File: config.mk
export PLATFORM = sky130hd
export DESIGN_NAME = reliable_ordered_receiver_core_flat
export DESIGN_NICKNAME = d
export VERILOG_FILES = /design/src/rtl/core/ror_pkg.sv /design/src/rtl/core/ror_if.sv /design/src/rtl/core/reliable_ordered_receiver_core.sv /design/src/rtl/core/ror_datapath.sv /design/src/rtl/core/ror_ctrl.sv /design/src/flat_wrapper.sv
export SDC_FILE = /design/constraint.sdc
export NUM_CORES = 2
export LEC_CHECK = 0
export ABC_AREA = 0
export CAP_MARGIN = 20
export CORE_UTILIZATION = 38
export CTS_CLUSTER_SIZE = 28
export DETAILED_ROUTE_END_ITERATION = 10
export DONT_BUFFER_PORTS = 1
export PLACE_DENSITY_LB_ADDON = 0.3
export SKIP_LAST_GASP = 1
export SLEW_MARGIN = 30
export SYNTH_ARGS = -nofsm -noshare
export SYNTH_HDL_FRONTEND = slang
export SYNTH_HIERARCHICAL = 1
export SYNTH_SLANG_ARGS = --single-unit
File: constraint.sdc
create_clock -name clk -period 7.1 [get_ports clk]
set_input_delay 0.355 -clock clk [delete_from_list [all_inputs] [get_ports clk]]
set_output_delay 0.355 -clock clk [all_outputs]
set_load 0.01 [all_outputs]
File: src/rtl/core/ror_pkg.sv
// shared types and constants of the reliable ordered receiver
package ror_pkg;

  localparam int SEQ_W = 16;
  localparam int MASK_W = 32;
  localparam int ST_W = 3;
  localparam int MAX_DRAIN = 16;
  // ack window depth, indexed by the low sequence bits
  localparam int ACK_WINDOW = 32;

  localparam logic [ST_W-1:0] ST_REJECTED  = 3'd0;
  localparam logic [ST_W-1:0] ST_DUPLICATE = 3'd1;
  localparam logic [ST_W-1:0] ST_DELIVERED = 3'd2;
  localparam logic [ST_W-1:0] ST_BUFFERED  = 3'd3;
  localparam logic [ST_W-1:0] ST_FULL      = 3'd4;
  localparam logic [ST_W-1:0] ST_ACK       = 3'd5;

  localparam logic OP_RECV = 1'b0;
  localparam logic OP_ACK  = 1'b1;

  typedef logic [SEQ_W-1:0] seq_t;

  // controller to datapath
  typedef struct packed {
    logic load_in;     // capture the input request
    logic do_recv;     // apply the receive decision (record, buffer, deliver)
    logic do_ack;      // load ack header and clear pending flag
    logic mask_clr;    // start a mask build
    logic mask_step;   // one mask bit
    logic drain_step;  // one drain lookup/delivery
  } dp_cmd_t;

  // datapath to controller
  typedef struct packed {
    logic is_ack;
    logic drain_hit;
    logic mask_done;
  } dp_sts_t;

endpackage

File: src/rtl/core/ror_if.sv
// valid/ready channel interfaces
interface ror_in_if;
  logic                 valid;
  logic                 ready;
  logic                 opcode;
  logic [15:0]          seq_num;
  logic                 is_reliable;
  logic                 is_ordered;
  modport source (output valid, opcode, seq_num, is_reliable, is_ordered, input ready);
  modport sink   (input valid, opcode, seq_num, is_reliable, is_ordered, output ready);
endinterface

interface ror_out_if;
  logic        valid;
  logic        ready;
  logic [2:0]  status;
  logic [15:0] delivered_seq;
  logic [31:0] ack_mask;
  logic [15:0] last_acked_out;
  logic        acks_pending;
  logic        last;
  modport source (output valid, status, delivered_seq, ack_mask, last_acked_out,
                  acks_pending, last, input ready);
  modport sink   (input valid, status, delivered_seq, ack_mask, last_acked_out,
                  acks_pending, last, output ready);
endinterface

File: src/rtl/core/reliable_ordered_receiver_core.sv
// top level of the reliable ordered receiver
//
//  channel | dir | handshake          | payload
//  in_     | in  | in.valid/in.ready  | opcode, seq_num, is_reliable, is_ordered
//  out_    | out | out.valid/out.ready| status, delivered_seq, ack_mask,
//          |     |                    | last_acked_out, acks_pending, last
//
// a receive request is accepted, decoded and then shown as its first result;
// each drained successor is found by a compare over every reorder-store entry
// an ack request builds the mask one window bit per cycle before showing it
// rst_n is synchronous; the window and reorder valid bits clear at once
// one request at a time; results hold steady while out.ready is low
module reliable_ordered_receiver_core #(
  parameter int REORDER_DEPTH = 16
) (
  input logic      clk,
  input logic      rst_n,
  ror_in_if.sink   in,
  ror_out_if.source out
);
  import ror_pkg::*;

  dp_cmd_t cmd;
  dp_sts_t sts;
  logic [2:0] res_status;

  // datapath holds all sequence state and the result register
  ror_datapath #(
    .REORDER_DEPTH(REORDER_DEPTH)
  ) u_dp (
    .clk(clk),
    .rst_n(rst_n),
    .cmd(cmd),
    .sts(sts),
    .in_opcode(in.opcode),
    .in_seq_num(in.seq_num),
    .in_is_reliable(in.is_reliable),
    .in_is_ordered(in.is_ordered),
    .res_status(res_status),
    .res_seq(out.delivered_seq),
    .res_mask(out.ack_mask),
    .res_lack(out.last_acked_out),
    .res_pend(out.acks_pending)
  );

  assign out.status = res_status;

  // sequencing of decode, mask build and drain
  ror_ctrl u_ctrl (
    .clk(clk),
    .rst_n(rst_n),
    .in_valid(in.valid),
    .in_ready(in.ready),
    .out_valid(out.valid),
    .out_ready(out.ready),
    .out_last(out.last),
    .cmd(cmd),
    .sts(sts),
    .res_status(res_status)
  );
endmodule

File: src/rtl/core/ror_datapath.sv
// receiver datapath: window, reorder store, mask builder and result register
module ror_datapath #(
  parameter int REORDER_DEPTH = 16
) (
  input  logic              clk,
  input  logic              rst_n,
  input  ror_pkg::dp_cmd_t  cmd,
  output ror_pkg::dp_sts_t  sts,
  input  logic              in_opcode,
  input  logic [15:0]       in_seq_num,
  input  logic              in_is_reliable,
  input  logic              in_is_ordered,
  output logic [2:0]        res_status,
  output logic [15:0]       res_seq,
  output logic [31:0]       res_mask,
  output logic [15:0]       res_lack,
  output logic              res_pend
);
  import ror_pkg::*;

  localparam int WI_W = $clog2(ACK_WINDOW);
  localparam int RD_W = (REORDER_DEPTH > 1) ? $clog2(REORDER_DEPTH) : 1;

  seq_t                    win_seq_r [ACK_WINDOW];
  logic [ACK_WINDOW-1:0]   win_ack_r;
  seq_t                    next_exp_r;
  seq_t                    last_ack_r;
  logic                    pend_r;
  logic [REORDER_DEPTH-1:0] rv_r;
  seq_t                    rs_r [REORDER_DEPTH];

  logic                    op_r, rel_r, ord_r;
  seq_t                    seq_r;
  logic [5:0]              mbit_r;
  seq_t                    mseq_r;

  logic [WI_W-1:0] w_idx, m_idx;
  logic            dup;
  logic [RD_W-1:0] free_idx, hit_idx;
  logic            free_ok, hit_ok;

  assign w_idx = seq_r[WI_W-1:0];
  assign m_idx = mseq_r[WI_W-1:0];
  assign dup   = win_ack_r[w_idx] && (win_seq_r[w_idx] == seq_r);

  always_comb begin
    free_ok = 1'b0;
    free_idx = '0;
    hit_ok = 1'b0;
    hit_idx = '0;
    for (int i = REORDER_DEPTH - 1; i >= 0; i--) begin
      if (!rv_r[i]) begin
        free_ok = 1'b1;
        free_idx = RD_W'(i);
      end
      if (rv_r[i] && rs_r[i] == next_exp_r) begin
        hit_ok = 1'b1;
        hit_idx = RD_W'(i);
      end
    end
  end

  assign sts.is_ack    = op_r;
  assign sts.drain_hit = hit_ok;
  assign sts.mask_done = (mbit_r == 6'd32);

  always_ff @(posedge clk) begin
    if (!rst_n) begin
      win_ack_r  <= '0;
      next_exp_r <= 16'd1;
      last_ack_r <= '0;
      pend_r     <= 1'b0;
      rv_r       <= '0;
      mbit_r     <= '0;
      for (int i = 0; i < ACK_WINDOW; i++) win_seq_r[i] <= '0;
    end else begin
      if (cmd.load_in) begin
        op_r  <= in_opcode;
        seq_r <= in_seq_num;
        rel_r <= in_is_reliable;
        ord_r <= in_is_ordered;
      end
      if (cmd.do_recv) begin
        res_seq  <= '0;
        res_mask <= '0;
        res_lack <= '0;
        res_pend <= 1'b0;
        if (!rel_r || !ord_r) begin
          res_status <= ST_REJECTED;
        end else if (dup) begin
          res_status <= ST_DUPLICATE;
        end else if (seq_r != next_exp_r) begin
          if (!free_ok) begin
            res_status <= ST_FULL;
          end else begin
            res_status <= ST_BUFFERED;
            win_seq_r[w_idx] <= seq_r;
            win_ack_r[w_idx] <= 1'b1;
            last_ack_r <= seq_r;
            pend_r <= 1'b1;
            rv_r[free_idx] <= 1'b1;
            rs_r[free_idx] <= seq_r;
          end
        end else begin
          res_status <= ST_DELIVERED;
          res_seq <= seq_r;
          win_seq_r[w_idx] <= seq_r;
          win_ack_r[w_idx] <= 1'b1;
          last_ack_r <= seq_r;
          pend_r <= 1'b1;
          next_exp_r <= next_exp_r + 16'd1;
        end
      end
      if (cmd.drain_step) begin
        rv_r[hit_idx] <= 1'b0;
        res_status <= ST_DELIVERED;
        res_seq <= next_exp_r;
        next_exp_r <= next_exp_r + 16'd1;
      end
      if (cmd.mask_clr) begin
        mbit_r <= '0;
        mseq_r <= last_ack_r - 16'd1;
        res_mask <= '0;
      end
      if (cmd.mask_step) begin
        res_mask[mbit_r[4:0]] <= win_ack_r[m_idx] && (win_seq_r[m_idx] == mseq_r);
        mbit_r <= mbit_r + 6'd1;
        mseq_r <= mseq_r - 16'd1;
      end
      if (cmd.do_ack) begin
        res_status <= ST_ACK;
        res_seq <= '0;
        res_lack <= last_ack_r;
        res_pend <= pend_r;
        pend_r <= 1'b0;
      end
    end
  end
endmodule

File: src/rtl/core/ror_ctrl.sv
// receiver controller state machine
module ror_ctrl (
  input  logic              clk,
  input  logic              rst_n,
  input  logic              in_valid,
  output logic              in_ready,
  output logic              out_valid,
  input  logic              out_ready,
  output logic              out_last,
  output ror_pkg::dp_cmd_t  cmd,
  input  ror_pkg::dp_sts_t  sts,
  input  logic [2:0]        res_status
);
  import ror_pkg::*;

  localparam logic [2:0] S_IDLE = 3'd0;
  localparam logic [2:0] S_DEC  = 3'd1;
  localparam logic [2:0] S_MASK = 3'd2;
  localparam logic [2:0] S_OUT  = 3'd3;
  localparam logic [2:0] S_ACKO = 3'd4;

  logic [2:0] state_r, state_nxt;
  logic [4:0] drained_r, drained_nxt;
  logic       more;

  // another drain result follows the one on show
  assign more = (res_status == ST_DELIVERED) && sts.drain_hit &&
                (drained_r != 5'(MAX_DRAIN));

  always_comb begin
    state_nxt = state_r;
    drained_nxt = drained_r;
    cmd = '0;
    in_ready = 1'b0;
    out_valid = 1'b0;
    out_last = 1'b0;
    case (state_r)
      S_IDLE: begin
        in_ready = 1'b1;
        if (in_valid) begin
          cmd.load_in = 1'b1;
          state_nxt = S_DEC;
        end
      end
      S_DEC: begin
        drained_nxt = '0;
        if (sts.is_ack) begin
          cmd.mask_clr = 1'b1;
          state_nxt = S_MASK;
        end else begin
          cmd.do_recv = 1'b1;
          state_nxt = S_OUT;
        end
      end
      S_MASK: begin
        if (sts.mask_done) begin
          cmd.do_ack = 1'b1;
          state_nxt = S_ACKO;
        end else begin
          cmd.mask_step = 1'b1;
        end
      end
      S_ACKO: begin
        out_valid = 1'b1;
        out_last = 1'b1;
        if (out_ready) state_nxt = S_IDLE;
      end
      S_OUT: begin
        out_valid = 1'b1;
        out_last = !more;
        if (out_ready) begin
          if (more) begin
            cmd.drain_step = 1'b1;
            drained_nxt = drained_r + 5'd1;
          end else begin
            state_nxt = S_IDLE;
          end
        end
      end
      default: state_nxt = S_IDLE;
    endcase
  end

  always_ff @(posedge clk) begin
    if (!rst_n) begin
      state_r <= S_IDLE;
      drained_r <= '0;
    end else begin
      state_r <= state_nxt;
      drained_r <= drained_nxt;
    end
  end
endmodule
File: src/flat_wrapper.sv
// flat-port wrapper written by rule: the top's interface ports become plain ports
module reliable_ordered_receiver_core_flat import ror_pkg::*;
#(
  parameter int REORDER_DEPTH = 16
)
  (clk, rst_n, in_valid, in_opcode, in_seq_num, in_is_reliable, in_is_ordered, in_ready, out_valid, out_status, out_delivered_seq, out_ack_mask, out_last_acked_out, out_acks_pending, out_last, out_ready);
  ror_in_if in_i ();
  ror_out_if out_i ();
  input logic clk;
  input logic rst_n;
  input wire logic [$bits(in_i.valid)-1:0] in_valid;
  input wire logic [$bits(in_i.opcode)-1:0] in_opcode;
  input wire logic [$bits(in_i.seq_num)-1:0] in_seq_num;
  input wire logic [$bits(in_i.is_reliable)-1:0] in_is_reliable;
  input wire logic [$bits(in_i.is_ordered)-1:0] in_is_ordered;
  output wire logic [$bits(in_i.ready)-1:0] in_ready;
  output wire logic [$bits(out_i.valid)-1:0] out_valid;
  output wire logic [$bits(out_i.status)-1:0] out_status;
  output wire logic [$bits(out_i.delivered_seq)-1:0] out_delivered_seq;
  output wire logic [$bits(out_i.ack_mask)-1:0] out_ack_mask;
  output wire logic [$bits(out_i.last_acked_out)-1:0] out_last_acked_out;
  output wire logic [$bits(out_i.acks_pending)-1:0] out_acks_pending;
  output wire logic [$bits(out_i.last)-1:0] out_last;
  input wire logic [$bits(out_i.ready)-1:0] out_ready;
  assign in_i.valid = in_valid;
  assign in_i.opcode = in_opcode;
  assign in_i.seq_num = in_seq_num;
  assign in_i.is_reliable = in_is_reliable;
  assign in_i.is_ordered = in_is_ordered;
  assign in_ready = in_i.ready;
  assign out_valid = out_i.valid;
  assign out_status = out_i.status;
  assign out_delivered_seq = out_i.delivered_seq;
  assign out_ack_mask = out_i.ack_mask;
  assign out_last_acked_out = out_i.last_acked_out;
  assign out_acks_pending = out_i.acks_pending;
  assign out_last = out_i.last;
  assign out_i.ready = out_ready;
  reliable_ordered_receiver_core #(.REORDER_DEPTH(REORDER_DEPTH)) u_core (.clk(clk), .rst_n(rst_n), .in(in_i), .out(out_i));
endmodule
==> reports/summary.txt <==
========================================================================================
Post-layout min period                                                           6470 ps
Number of violations reported at the end of detailed-routing iteration 0            4788
Path depth of the worst reg2reg path                                                  13
RSZ-0062 raised after global routing                                               false
Max capacitance violation total                                                        0
Number of H-tree levels                                                                3
Worst slack at placement                                                          840 ps
Share of async-settable or async-resettable flops after synthesis                     0%
Overall via count from detail_route                                                32700
Post-Synthesis Mean Instance Area                                              13.8 um^2
Cell area after synthesis                                                     47900 um^2
Post-DP HPWL                                                                      103 mm
Max_slew headroom                                                                  30.0%
Via count of the first global-routing pass                                         31000
Required time of the critical path                                               7480 ps
Largest net degree at the start of global routing                                    129
Setup fix buffers added after clock tree synthesis                                     0
Die span in y                                                                     357 um
Setup TNS                                                                           0 ps
Top-level port count                                                                  94
Clock-pin slew on the worst setup and hold paths                                   60 ps
Capture point of the worst reg-to-reg path                                  u_core/u_dp/win_seq_r[21][10]
Standard cell with the maximum stage delay on the critical path             sky130_fd_sc_hd__o21ai_2
CTS tree                                                                           built
Overflow left after global routing                                                     0
Top_reg_cell synth                                                          sky130_fd_sc_hd__edfxtp_1
Row Count                                                                            129
Maximum clock frequency                                                          154 MHz
CP startpoint kind                                                             flip-flop
Total number of clock tree sinks                                                     976
Worst-path cell chain                                                       buf_12 -> buf_4 -> mux4_2 -> o22ai_1 -> nor4_1 -> xnor2_1 -> o2111ai_1 -> nor4_4 -> a41oi_2 -> and3_2 -> nand3_1 -> o21ai_2 -> buf_4
Worst-skew pair later-pin latency                                                 740 ps
Remaining number of nets flagged by the antenna check after routing                    0
Standby leakage power                                                            17.7 nW
Pre-antenna DRT Iters                                                                  5
Transition at the pin with the smallest max-transition slack                     1020 ps
Buffer type at the clock tree root                                          sky130_fd_sc_hd__clkbuf_16
Average detailed-routed wire length per instance                                 30.9 um
Share of post-route cells with drive strength above 1                              19.7%
Least setup slack across all paths after layout                                   625 ps
DRC violation count after routing                                                      0
Most frequent CP cell                                                       sky130_fd_sc_hd__buf_4
Number of instances in the synthesized netlist                                      3474
Portion of the clock cycle consumed by the worst path in the final layout          91.2%
Total clock buffers created by CTS                                                   102
Worst Hold End                                                              u_core/u_ctrl/state_r[0]
Initial Util                                                                       38.5%
Classification of the worst-slack hold path                                    in -> reg
Final slew viol count                                                                  0
Sum of routed wire length over all layers                                         162 mm
Maximum count of clock buffers along a single path                                     3
Routability-driven placement congestion ratio                                      0.929
Area growth from synthesis to layout                                               13.5%
Total count of hold-check failures in the final report                                 0
Hold-critical path depth                                                               3
GR Util All Layers                                                                 25.3%
Number of synthesis warnings                                                           6
Maximum fanout count along the critical path                                          48
Kind of critical path                                                         reg -> reg
Total of fill cells in the finished design                                         11200
Setup violation total in the final timing report                                       0
Vias per cell                                                                       6.21
First-pass GRT wire length                                                        230 mm
Synthesis-stage register bit count                                                   976
Number of nets in the finished design                                               3573
Worst EP arrival                                                                 6860 ps
Kind of capture point of the worst setup path                                  flip-flop
Count of instances resized after the clock tree is built                               0
IO buf count                                                                           0
Number of distinct standard cells referenced by the synthesized netlist               77
Worst clock skew                                                                 46.2 ps
DIE AREA                                                                     127000 um^2
Antenna violations before repair                                                       4
Post-synthesis sequential area ratio                                               59.0%
Setup slack of the worst register-to-register path                                630 ps
Count of flip-flops with a built-in enable after synthesis                           871
Floorplan die width                                                               357 um
Slowest cell delay on critical path                                               970 ps
Hold buffer count at CTS                                                              21
Placeable core area                                                          124000 um^2
Worst hold path startpoint                                                      in_valid
Total power divided by cell area                                             299 nW/um^2
Run status                                                                  complete, no violations
Max IR drop VDD                                                                   234 uV
========================================================================================
[routing by layer]
layer  routed length (um)  vias to the layer above  GRT usage [%]  part of all wire (%)
li1                     -                    13500              -                     -
met1                63100                    16600           34.3                    39
met2                73400                     2236           39.0                    45
met3                19800                      341           6.41                    12
met4                 6140                        2           9.28                   3.8
met5                   10                        -              0                0.0062
[flip-flops by register name, summed over array words and instances, names as in the netlist, 6 cells and up, named ones only]
register / count
u_core/u_dp/win_seq_r: 512
u_core/u_dp/rs_r: 256
u_core/u_dp/res_mask: 32
u_core/u_dp/win_ack_r: 32
u_core/u_dp/last_ack_r: 16
u_core/u_dp/mseq_r: 16
u_core/u_dp/next_exp_r: 16
u_core/u_dp/res_lack: 16
u_core/u_dp/res_seq: 16
u_core/u_dp/rv_r: 16
u_core/u_dp/seq_r: 16
u_core/u_dp/mbit_r: 6
[cell type report]
class / count / area (um^2) / share of cell area (%)
Timing Repair Buffer: 189 / 1680 / 3.09
Inverter: 25 / 93.8 / 0.173
Tap cell: 1637 / 2050 / 3.77
Multi-Input combinational cell: 2248 / 18800 / 34.6
Clock inverter: 54 / 681 / 1.25
Antenna cell: 2 / 5.00 / 0.00921
Clock buffer: 135 / 2790 / 5.13
Sequential cell: 976 / 28300 / 52.0
[synthesized netlist by cell type (31+ instances only)]
| cell | count | area share [%] |
|---|---|---|
| sky130_fd_sc_hd__edfxtp_1 | 871 | 55 |
| sky130_fd_sc_hd__nor3_1 | 339 | 3.5 |
| sky130_fd_sc_hd__mux4_2 | 282 | 13 |
| sky130_fd_sc_hd__nand2_1 | 204 | 1.6 |
| sky130_fd_sc_hd__nor2_1 | 198 | 1.6 |
| sky130_fd_sc_hd__xor2_1 | 172 | 3.1 |
| sky130_fd_sc_hd__clkbuf_1 | 165 | 1.3 |
| sky130_fd_sc_hd__xnor2_1 | 144 | 2.6 |
| sky130_fd_sc_hd__dfxtp_1 | 105 | 4.4 |
| sky130_fd_sc_hd__mux2i_1 | 100 | 2.1 |
| sky130_fd_sc_hd__nand3_1 | 88 | 0.92 |
| sky130_fd_sc_hd__nor4_1 | 73 | 0.95 |
| sky130_fd_sc_hd__o21ai_0 | 72 | 0.75 |
| sky130_fd_sc_hd__buf_2 | 57 | 0.60 |
| sky130_fd_sc_hd__buf_1 | 52 | 0.41 |
| sky130_fd_sc_hd__o31ai_1 | 42 | 0.66 |
| sky130_fd_sc_hd__o211ai_1 | 40 | 0.63 |
| sky130_fd_sc_hd__a21oi_1 | 36 | 0.38 |
| sky130_fd_sc_hd__nand4_1 | 34 | 0.44 |
| sky130_fd_sc_hd__o21ai_1 | 33 | 0.34 |
| sky130_fd_sc_hd__and2_1 | 31 | 0.41 |
[report_power, final]
part / total (W) / leakage, nW / internal [W] / switching [W]
combinational: 0.00351 / 6.61 / 0.00149 / 0.00202
sequential: 0.00712 / 9.37 / 0.00659 / 0.000528
clock: 0.00562 / 1.67 / 0.00325 / 0.00237
[worst max-delay path, delay by kind of cell, from the launching register on]
kind,cells,cell delay (ps)
flip-flops,1,870
multiplexers,1,300
AND/OR/NAND/NOR,4,1660
buffers and inverters,3,1250
AO/OA/AOI/OAI,4,1680
XOR/XNOR,1,210
[how the worst max path moves through the flow]
stage / from / end / slack (ps) / cells after the start
3_3_place_gp: flip-flop / u_core/u_dp/win_seq_r[8][2] / 870 / 12
4_1_cts: flip-flop / u_core/u_dp/win_seq_r[21][10] / 750 / 13
6_report: flip-flop / u_core/u_dp/win_seq_r[21][10] / 630 / 13
5_1_grt: flip-flop / u_core/u_dp/win_seq_r[21][10] / 460 / 13
3_5_place_dp: flip-flop / u_core/u_dp/win_seq_r[21][14] / 840 / 13
2_1_floorplan: u_core/u_dp/seq_r[1] / u_core/u_dp/rs_r[4][0] / 2210 / 11
[logic make-up (layout without fill, tap and decap cells)]
logic type	Yosys count	in the layout	synth area share [%]
DFF	976	976	59.0
buffers and inverters	329	403	3.02
AOI/OAI and AO/OA	366	366	5.10
xor gates and xnor gates	316	316	5.78
adders and majority gates	8	8	0.209
other	1	82	0.00783
muxes	392	392	15.6
and+or+nand+nor	1086	1086	11.3
[placed cells by master (no fill, tap or decap), drive strengths merged, types with 25 or more instances in the layout]
cell | synthesis | layout
nand2 | 205 | 205
and2 | 31 | 31
o21ai | 105 | 105
buf | 139 | 169
mux4 | 282 | 282
mux2i | 100 | 100
nand3 | 92 | 92
a21oi | 36 | 36
xnor2 | 144 | 144
conb | 1 | 80
xor2 | 172 | 172
o211ai | 40 | 40
edfxtp | 871 | 871
inv | 25 | 28
dfxtp | 105 | 105
nor4 | 75 | 75
o22ai | 25 | 25
nand4 | 34 | 34
clkbuf | 165 | 135
nor3 | 341 | 341
o31ai | 42 | 42
nor2 | 198 | 198
clkinv | 0 | 30
[stage by stage]
step                hold slack (ps)  total power, W  utilization, %  instance area, um^2  instances
finish                         69.6          0.0162            43.7                54400       5266
global route                   22.2          0.0167            43.7                54400       5265
CTS                           0.482          0.0162            43.7                54300       5263
detailed placement              454          0.0106            40.7                50600       5053
global placement                450          0.0106            40.6                50500       5050
floorplan                       432         0.00935               -                48200       3553
(Power assumes the default switching activity.)
